## src/hdl/rmlsa_fifo.sv

```systemverilog
`default_nettype none
module rmlsa_fifo #(
	parameter int WIDTH = 8,
	parameter int DEPTH = 2
) (
	input  wire logic             clk,
	input  wire logic             arst_n,
	input  wire logic             push,
	output logic                  full,
	input  wire logic [WIDTH-1:0] din,
	input  wire logic             pop,
	output logic                  empty,
	output logic      [WIDTH-1:0] dout
);

	localparam int PW = (DEPTH > 1) ? $clog2(DEPTH) : 1;
	localparam int CW = $clog2(DEPTH + 1);

	logic [WIDTH-1:0] slot_q [DEPTH];
	logic [PW-1:0]    wr_ptr_q;
	logic [PW-1:0]    rd_ptr_q;
	logic [CW-1:0]    count_q;
	logic             do_push;
	logic             do_pop;

	assign full    = (count_q == CW'(DEPTH));
	assign empty   = (count_q == '0);
	assign do_push = push && !full;
	assign do_pop  = pop && !empty;
	assign dout    = slot_q[rd_ptr_q];

	function automatic logic [PW-1:0] next_ptr(input logic [PW-1:0] p);
		return (p == PW'(DEPTH - 1)) ? '0 : p + 1'b1;
	endfunction

	always_ff @(posedge clk or negedge arst_n) begin
		if (!arst_n) begin
			wr_ptr_q <= '0;
			rd_ptr_q <= '0;
			count_q  <= '0;
		end else begin
			if (do_push) begin
				wr_ptr_q <= next_ptr(wr_ptr_q);
			end
			if (do_pop) begin
				rd_ptr_q <= next_ptr(rd_ptr_q);
			end
			if (do_push && !do_pop) begin
				count_q <= count_q + 1'b1;
			end else if (do_pop && !do_push) begin
				count_q <= count_q - 1'b1;
			end
		end
	end

	always_ff @(posedge clk) begin
		if (do_push) begin
			slot_q[wr_ptr_q] <= din;
		end
	end

endmodule
`default_nettype wire

```

## config.mk

```make
export PLATFORM = sky130hd
export DESIGN_NAME = rmlsa_fifo
export DESIGN_NICKNAME = d
export VERILOG_FILES = /design/src/hdl/rmlsa_fifo.sv
export SDC_FILE = /design/constraint.sdc
export NUM_CORES = 1
export LEC_CHECK = 0
export CORE_UTILIZATION = 52
export DETAILED_ROUTE_END_ITERATION = 6
export DONT_BUFFER_PORTS = 1
export MAX_ROUTING_LAYER = met4
export PLACE_DENSITY = 0.69
export SKIP_CTS_REPAIR_TIMING = 1
export SLEW_MARGIN = 25
export SYNTH_ARGS = -nofsm -noshare
export SYNTH_HDL_FRONTEND = slang
export SYNTH_SLANG_ARGS = --single-unit
export TNS_END_PERCENT = 10
```

## constraint.sdc

```tcl
create_clock -name clk -period 1.4 [get_ports clk]
set_input_delay 0 -clock clk [delete_from_list [all_inputs] [get_ports clk]]
set_output_delay 0 -clock clk [all_outputs]
set_load 0.005 [all_outputs]
```

==> run summary <==
Ys Warns: 0
Critical Path Fanout Max: 3
FF-to-FF End: count_q[1]
Tmin final: 1.37 ns
worst-case clock buffer depth: 2
HPWL after DPL: 856 µm
Reg2Reg Depth: 7
vias in the first global route: 346
startpoint types: flop
worst path bufs/invs: 1
effective utilization at floorplan: 57.9%
Synth Instances: 44
Setup Crit Path Kind: reg2reg
WL per Instance: 17.3 µm
Cell Rows: 13
# DRC: 0
xor/xnor cell area share of the yosys netlist: 6.56%
worst slew pin tran: 0.379 ns
final instance area: 0.00105 mm²
Tot Pwr: 1.99 mW
Max-slew headroom: 74.7%
initial antenna violation count: 0
Antenna Nets Post-Route: 0
commonest non-fill, non-tap cell in the layout: edfxtp_1
final hold vios: 0
IR drop worst, VDD: 1.30 mV
clk root buf: clkbuf_4
vias per cell: 5.05
Leakage: 0.403 nW
clock skew: 0.00554 ns
Worst Setup Slack, final: 0.0346 ns
layout cells sized above 1: 31.8%
total gr overflow: 0
nets: 80
Ports: 22
total wire length: 1410 µm
P&R area growth vs syn: 34.9%
router iterations before antenna repair: 3
critical-path cell list: nand2b_4, nand2_4, inv_2, ha_4, xor2_2, nor2_2, xor2_1
sequential fraction of the synthesis area: 74.2%
Core Footprint: 0.00135 mm²
vias: 409
commonest non-fill, non-tap cells in the layout: edfxtp_1 (16), dlygate4sd3_1 (12), mux2_1 (6), buf_4 (6)
routability cong.: 0.766
Post-Place Cell Area: 853 µm²
CTS tree: built
max-cap violations: 0
TritonCTS Buffers: 3
die area: 0.00166 mm²
Mapped Area: 782 µm²
status: finished clean
Worst-Skew Late Latency: 0.29 ns
First DRT Iteration DRCs: 3
Sequential Area: 582 µm²
synthesis-stage register bit count: 20
max-slew violations: 0
IO buf count: 0
Adder-Cell Fraction of Synth Area: 1.60%
compound-gate portion of the synthesized area: 0.640%
GRT Total Usage: 16.8%
Total Neg Setup Slack: 0 ns
crit path DAT: 1.58 ns
hold_sp: push
fill count: 68
pre-CTS setup slack: -0.0269 ns
final setup fails: 0
area occupied by multi-input gates: 235 µm²
Die W: 40.8 µm
unrepaired setup endpoints after global routing: true
Largest delay share family, worst path: flip-flops
final core occ: 78.1%
fin crit share: 97.5%
Max Clk Rate: 0.732 GHz
sink of the worst hold path: slot_q[1][1]
Mapped Nets: 57
Chip Height: 40.8 µm
main combinational cell family by area after synthesis: multiplexers
HP Class: in2reg
H-tree lvl count: 1
worst path required time: 1.62 ns
Worst Hold Depth: 2
FF-to-FF setup slack: 0.03 ns
Ant. Diodes: 0
power per cell area: 1890 mW/mm²
CP peak stage delay: 0.40 ns
Mapped Avg Cell Area: 17.8 µm²
Yosys cell types: 15
Worst setup EP type: flop
Synth Area in Simple Gates: 3.84%
largest net degree at the start of global routing: 12
multiplexer area fraction after synthesis: 11.5%
first-pass GRT wire length: 1550 µm
critical path's slowest cell: dfrtp_1
CTS Sinks: 20
launch point of the worst reg-to-reg path: count_q[0]
clock slew at reported path FFs: 0.11 ns
-- stage by stage --
stage	std cells	hold slack, ns
floorplan	44	-0.296
global placement	64	-0.296
detailed placement	64	-0.296
CTS	68	-0.614
global route	81	0.143
finish	81	0.139
-- synthesized netlist by cell type (all sizes together) --
cell type | instances | area share (%)
and3 | 1 | 0.80
ha | 1 | 1.6
mux2 | 8 | 12
nor2 | 3 | 1.4
nand2 | 1 | 0.80
inv | 2 | 0.96
xor2 | 2 | 2.2
buf | 1 | 0.64
dfrtp | 4 | 13
edfxtp | 16 | 61
nand2b | 1 | 0.80
xnor2 | 3 | 4.3
o21ai | 1 | 0.64
-- metal layers --
metal	global-route usage [%]	vias up	wire [µm]
li1	-	199	-
met1	18.4	196	565
met2	26.6	12	751
met3	5.43	2	83
met4	10.0	0	6
met5	-	-	0
-- worst max-delay path by stage --
stage / startpoint / to / cells after the start
finish: count_q[0] / count_q[1] / 7
global route: count_q[0] / count_q[1] / 7
CTS: count_q[0] / count_q[1] / 7
detailed placement: count_q[0] / count_q[1] / 7
global placement: count_q[0] / count_q[1] / 6
floorplan: count_q[0] / slot_q[0][0] / 3
-- cells by family (layout without fill, tap and decap cells) --
| family | after synthesis | after routing |
|---|---|---|
| DFF | 20 | 20 |
| and+or+nand+nor | 6 | 6 |
| buffers and inverters | 3 | 25 |
| AOI/OAI and AO/OA | 1 | 1 |
| xor gates and xnor gates | 5 | 5 |
| muxes | 8 | 8 |
| adders and majority gates | 1 | 1 |
-- layout make-up --
type / instances / share of cell area [%]
Clock buffer: 4 / 2.49
Inverter: 2 / 0.712
Multi-Input combinational cell: 21 / 22.3
Sequential cell: 20 / 55.2
Tap cell: 15 / 1.78
Timing Repair Buffer: 19 / 17.6
-- power breakdown --
group | internal, mW | leakage [nW] | total, mW | switching [mW]
Clock | 0.111 | 0.0150 | 0.274 | 0.164
Combinational | 0.418 | 0.193 | 0.749 | 0.331
Sequential | 0.834 | 0.194 | 0.971 | 0.137
-- flip-flops by register name, indices dropped and copies added, names as in the netlist --
| name | flops |
|---|---|
| count_q | 2 |
| rd_ptr_q | 1 |
| slot_q | 16 |
| wr_ptr_q | 1 |
-- worst reg2reg max path: stages, from the launching register on --
cell,delay (ns)
dfrtp_1,0.40
nand2b_4,0.16
nand2_4,0.07
inv_2,0.05
ha_4,0.16
xor2_2,0.17
nor2_2,0.12
xor2_1,0.16
Power figures use the tool's default switching activity.
