==> src/hdl/rmlsa_pkg.sv <==
`default_nettype none
package rmlsa_pkg;

	localparam int NUM_REGS_DEF  = 16;
	localparam int MEM_WORDS_DEF = 256;
	localparam int QUEUE_DEPTH   = 2;

	localparam logic [1:0] KIND_LOAD  = 2'd0;
	localparam logic [1:0] KIND_STORE = 2'd1;
	localparam logic [1:0] KIND_ADD   = 2'd2;

	localparam logic [1:0] FORM_REG = 2'd0;
	localparam logic [1:0] FORM_IMM = 2'd1;
	localparam logic [1:0] FORM_MEM = 2'd2;

	localparam logic DST_REG = 1'b0;
	localparam logic DST_MEM = 1'b1;

	typedef enum logic [2:0] {
		ST_OK       = 3'd0,
		ST_BAD_REG  = 3'd1,
		ST_BAD_ADDR = 3'd2,
		ST_BAD_FORM = 3'd3,
		ST_HALTED   = 3'd4
	} status_t;

	typedef struct packed {
		logic [1:0]         kind;
		logic               dst_mode;
		logic signed [31:0] dst_index;
		logic [1:0]         src1_mode;
		logic signed [31:0] src1_value;
		logic [1:0]         src2_mode;
		logic signed [31:0] src2_value;
	} item_t;

	typedef struct packed {
		status_t     status;
		logic [31:0] written_value;
	} result_t;

	// Classified instruction handed from the front to the execute side.
	typedef struct packed {
		status_t     status;
		logic [1:0]  src1_form;
		logic [31:0] src1_value;
		logic [1:0]  src2_form;
		logic [31:0] src2_value;
		logic        dst_mem;
		logic [31:0] dst_index;
	} plan_t;

endpackage
`default_nettype wire

==> src/hdl/rmlsa_front.sv <==
`default_nettype none
module rmlsa_front
	import rmlsa_pkg::*;
#(
	parameter int NUM_REGS  = NUM_REGS_DEF,
	parameter int MEM_WORDS = MEM_WORDS_DEF
) (
	input  wire logic  clk,
	input  wire logic  arst_n,
	input  wire logic  accept,
	input  wire item_t item,
	output plan_t      plan
);

	logic halted_q;

	// A negative index has bit 31 set, so the unsigned compare rejects it.
	function automatic logic reg_ok(input logic [31:0] v);
		return v < 32'(NUM_REGS);
	endfunction

	function automatic logic mem_ok(input logic [31:0] v);
		return v < 32'(MEM_WORDS);
	endfunction

	function automatic status_t fetch_status(input logic [1:0] mode, input logic [31:0] v);
		status_t s;
		case (mode)
			FORM_REG: s = reg_ok(v) ? ST_OK : ST_BAD_REG;
			FORM_IMM: s = ST_OK;
			FORM_MEM: s = mem_ok(v) ? ST_OK : ST_BAD_ADDR;
			default:  s = ST_BAD_FORM;
		endcase
		return s;
	endfunction

	status_t s1;
	status_t s2;

	always_comb begin
		s1              = fetch_status(item.src1_mode, item.src1_value);
		s2              = fetch_status(item.src2_mode, item.src2_value);
		plan.status     = ST_OK;
		plan.src1_form  = item.src1_mode;
		plan.src1_value = item.src1_value;
		plan.src2_form  = FORM_IMM;
		plan.src2_value = '0;
		plan.dst_mem    = DST_REG;
		plan.dst_index  = item.dst_index;
		case (item.kind)
			KIND_LOAD: begin
				if (!reg_ok(item.dst_index)) begin
					plan.status = ST_BAD_REG;
				end else if (item.src1_mode != FORM_IMM && item.src1_mode != FORM_MEM) begin
					plan.status = ST_BAD_FORM;
				end else begin
					plan.status = s1;
				end
			end
			KIND_STORE: begin
				plan.dst_mem = DST_MEM;
				if (!mem_ok(item.dst_index)) begin
					plan.status = ST_BAD_ADDR;
				end else if (item.src1_mode != FORM_IMM && item.src1_mode != FORM_REG) begin
					plan.status = ST_BAD_FORM;
				end else begin
					plan.status = s1;
				end
			end
			KIND_ADD: begin
				plan.src2_form  = item.src2_mode;
				plan.src2_value = item.src2_value;
				plan.dst_mem    = item.dst_mode;
				if (s1 != ST_OK) begin
					plan.status = s1;
				end else if (s2 != ST_OK) begin
					plan.status = s2;
				end else if (item.dst_mode == DST_REG && !reg_ok(item.dst_index)) begin
					plan.status = ST_BAD_REG;
				end else if (item.dst_mode == DST_MEM && !mem_ok(item.dst_index)) begin
					plan.status = ST_BAD_ADDR;
				end
			end
			default: begin
				plan.status = ST_BAD_FORM;
			end
		endcase
		if (halted_q) begin
			plan.status = ST_HALTED;
		end
	end

	always_ff @(posedge clk or negedge arst_n) begin
		if (!arst_n) begin
			halted_q <= 1'b0;
		end else if (accept && plan.status != ST_OK) begin
			halted_q <= 1'b1;
		end
	end

endmodule
`default_nettype wire

==> config.mk <==
export PLATFORM = sky130hd
export DESIGN_NAME = rmlsa_front
export DESIGN_NICKNAME = d
export VERILOG_FILES = /design/src/hdl/rmlsa_pkg.sv /design/src/hdl/rmlsa_front.sv
export SDC_FILE = /design/constraint.sdc
export NUM_CORES = 1
export LEC_CHECK = 0
export BUFFER_PORTS_ARGS = -buffer_cell sky130_fd_sc_hd__buf_2
export CAP_MARGIN = 20
export CORE_AREA = 2 2 81 83
export CTS_BUF_LIST = sky130_fd_sc_hd__clkbuf_8 sky130_fd_sc_hd__clkbuf_16
export CTS_CLUSTER_DIAMETER = 100
export DETAILED_ROUTE_END_ITERATION = 6
export DIE_AREA = 0 0 83 85
export SETUP_SLACK_MARGIN = 0.15
export SLEW_MARGIN = 25
export SYNTH_ARGS = -nofsm -noshare
export SYNTH_HDL_FRONTEND = slang
export SYNTH_SLANG_ARGS = --single-unit
export TNS_END_PERCENT = 20
==> constraint.sdc <==
create_clock -name clk -period 3.9 [get_ports clk]
set_input_delay 0.39 -clock clk [delete_from_list [all_inputs] [get_ports clk]]
set_output_delay 0.39 -clock clk [all_outputs]
set_load 0.1 [all_outputs]
==> impl_metrics.tcl <==
set metrics [dict create \
    outcome "complete, no violations" \
    post_drt_wl_per_cell_um 11.0 \
    layout_common_cells "buf_2, and2_1, nor4_1, inv_1, ha_1" \
    path_cells "buf_2 -> nor4_1 -> nand4_1 -> or3_1 -> a221oi_1 -> o21ai_1 -> a21oi_1 -> buf_2" \
    path_common_cell "buf_2" \
    core_area_mm2 0.00620 \
    avgSynthCellArea_um2 7.23 \
    chipHeight_um 85 \
    max_cap_viol_count 0 \
    fmax_mhz 354 \
    first_global_vias 1534 \
    regMostFlops "halted_q" \
    r2r_slack_ns 3.19 \
    critPathSlowestCell "buf_2" \
    worst_r2r_endpoint "halted_q" \
    cts_resized 0 \
    setup_viol 0 \
    final_common_cell "buf_2" \
    setup_tns_ns 0 \
    rsz0062_at_grt "no" \
    r2r_cells 2 \
    peakVddDrop_mv 0.106 \
    synth_seq_cells 1 \
    maxSlewViolCount 0 \
    worstPathMaxFanout 4 \
    initial_core_util 0.213 \
    netlist_instances 183 \
    endpoint_kind "output port" \
    vias_per_cell 4.21 \
    yosysUniqueCellTypes 35 \
    nets 422 \
    finalHoldViolCount 0 \
    setup_slack_ns 1.07 \
    synth_area_leaders "buf_4, and2_1, ha_1, nor4_1, inv_1" \
    pwr-share-clk 0 \
    power_leakage_nw 1.10 \
    drc 0 \
    port_buffers 193 \
    rr_startpoint "halted_q" \
    drt_first_pass_iters 5 \
    swShare 0.809 \
    cp-start-kind "input pin" \
    cp_top_family "simple AND/OR/NAND/NOR gates" \
    synth_top_area_share 0.386 \
    seqPwrFrac 0.021 \
    die_area_mm2 0.00706 \
    grt.total_usage 0.103 \
    required_ns 3.51 \
    drt-total-wl_mm 4.20 \
    synth_area_leader_cell "buf_4" \
    largest_reg_flops 1 \
    clk_pin_slew_ns 0 \
    cp.depth 8 \
    min_period_ns 2.83 \
    critical_path_class "in2out" \
    pre_cts_ws_ns 1.05 \
    diodes 0 \
    max_slew_margin 0.638 \
    multi_input_area_um2 737 \
    routabilityCongestion 0.771 \
    ys.warnings.count 0 \
    dp_hpwl_mm 3.95 \
    power_frac_comb 0.979 \
    ioPinCount 210 \
    hold_buffers 0 \
    grt_pass1_wl_mm 6.40 \
    hold_path.class "in2async" \
    vias 1614 \
    p_sw_mw 0.405 \
    seq_area_um2 25.0 \
    clock_skew_ns 0 \
    fin_crit_sh 0.725 \
    crit_arrival_ns 2.44 \
    clkLatencyLatePin_ns 0 \
    drt_iter0_markers 25 \
    power_density_mw_per_mm2 268 \
    dpl_cell_area_mm2 0.00187 \
    syn2layout_area_growth_pct 41.4 \
    rows 29 \
    die_w_um 83 \
    layout-drive-gt1-share 0.670 \
    post_cts.repair.setup_buffers 0 \
    antenna_found_initial 0 \
    grt_max_degree 39 \
    detail-route-antenna-nets 0 \
    synth_area_mm2 0.00132 \
    synth_seq_area_share 0.0189 \
    critPathMaxStageDelay_ns 0.44 \
    fillers 718 \
    intPower_mw 0.0955 \
    reg_top3 "halted_q (1)" \
    overflow 0 \
    stdcell_area_mm2 0.00187 \
    critPathBufInv 2 \
    syn_nets 297 \
    tightest_slew_ns 0.538 \
]
==> area by class of cell <==
| type | instances | share of cell area |
|---|---|---|
| timing repair buffer | 194 | 0.520 |
| multi-input combinational | 102 | 0.394 |
| tap | 77 | 0.0515 |
| inverter | 9 | 0.0207 |
| sequential | 1 | 0.0134 |
==> worst max-delay path by stage <==
| stage | from | to | slack, ns |
|---|---|---|---|
| detailed placement | item[17] | plan[102] | 1.05 |
| finish | item[17] | plan[102] | 1.07 |
| floorplan | item[61] | plan[102] | 0.42 |
| global route | item[17] | plan[102] | 0.88 |
| global placement | item[17] | plan[102] | 1.06 |
| CTS | item[17] | plan[102] | 1.05 |
==> logic make-up (layout without fill, tap and decap cells) <==
kind of cell               after synthesis  in the layout  share of synthesized area
buffers and inverters                   80            203                      0.424
adders and majority gates                8              8                     0.0757
DFF                                      1              1                     0.0189
and+or+nand+nor                         76             76                      0.368
AOI/OAI and AO/OA                       18             18                      0.114
==> per-stage QoR <==
step                hold slack, ns  power (mW)   util  instances
floorplan                   0.0944       0.478      -        183
global placement             0.165       0.501  0.301        383
detailed placement           0.165       0.503  0.301        383
CTS                          0.166       0.503  0.301        383
global route                 0.168       0.517  0.301        383
finish                       0.165       0.501  0.301        383
==> Yosys cell counts (all sizes together) <==
library cell / number
buf: 68
nor2b: 1
clkbuf: 3
and2: 33
o2111ai: 1
and3b: 1
a41oi: 1
or4: 4
ha: 8
and4: 1
dfrtp: 1
clkinv: 1
inv: 8
o41ai: 2
nor3: 1
nand4: 3
a2111oi: 1
a221oi: 1
o21ai: 3
and4b: 1
nand2: 5
a21oi: 4
or3: 1
o31ai: 2
o211ai: 1
a22oi: 1
nor2: 6
o211a: 1
nand3: 1
nor4: 18
==> routing by layer <==
| metal | up-vias | share of wire | track usage |
|---|---|---|---|
| met4 | 0 | 0.0019 | 0.00745 |
| met3 | 4 | 0.091 | 0.0175 |
| met2 | 93 | 0.53 | 0.213 |
| met1 | 701 | 0.38 | 0.114 |
| li1 | 816 | - | - |
| met5 | - | 0 | 0 |
==> power groups by stage <==
stage | Combinational [mW] | Sequential, mW | Clock, mW
2_1_floorplan | 0.467 | 0.0106 | 0
3_3_place_gp | 0.490 | 0.0106 | 0
3_5_place_dp | 0.492 | 0.0106 | 0
4_1_cts | 0.493 | 0.0106 | 0
5_1_grt | 0.507 | 0.0106 | 0
6_report | 0.490 | 0.0106 | 0
No activity file was read; power rests on OpenSTA's default activity.
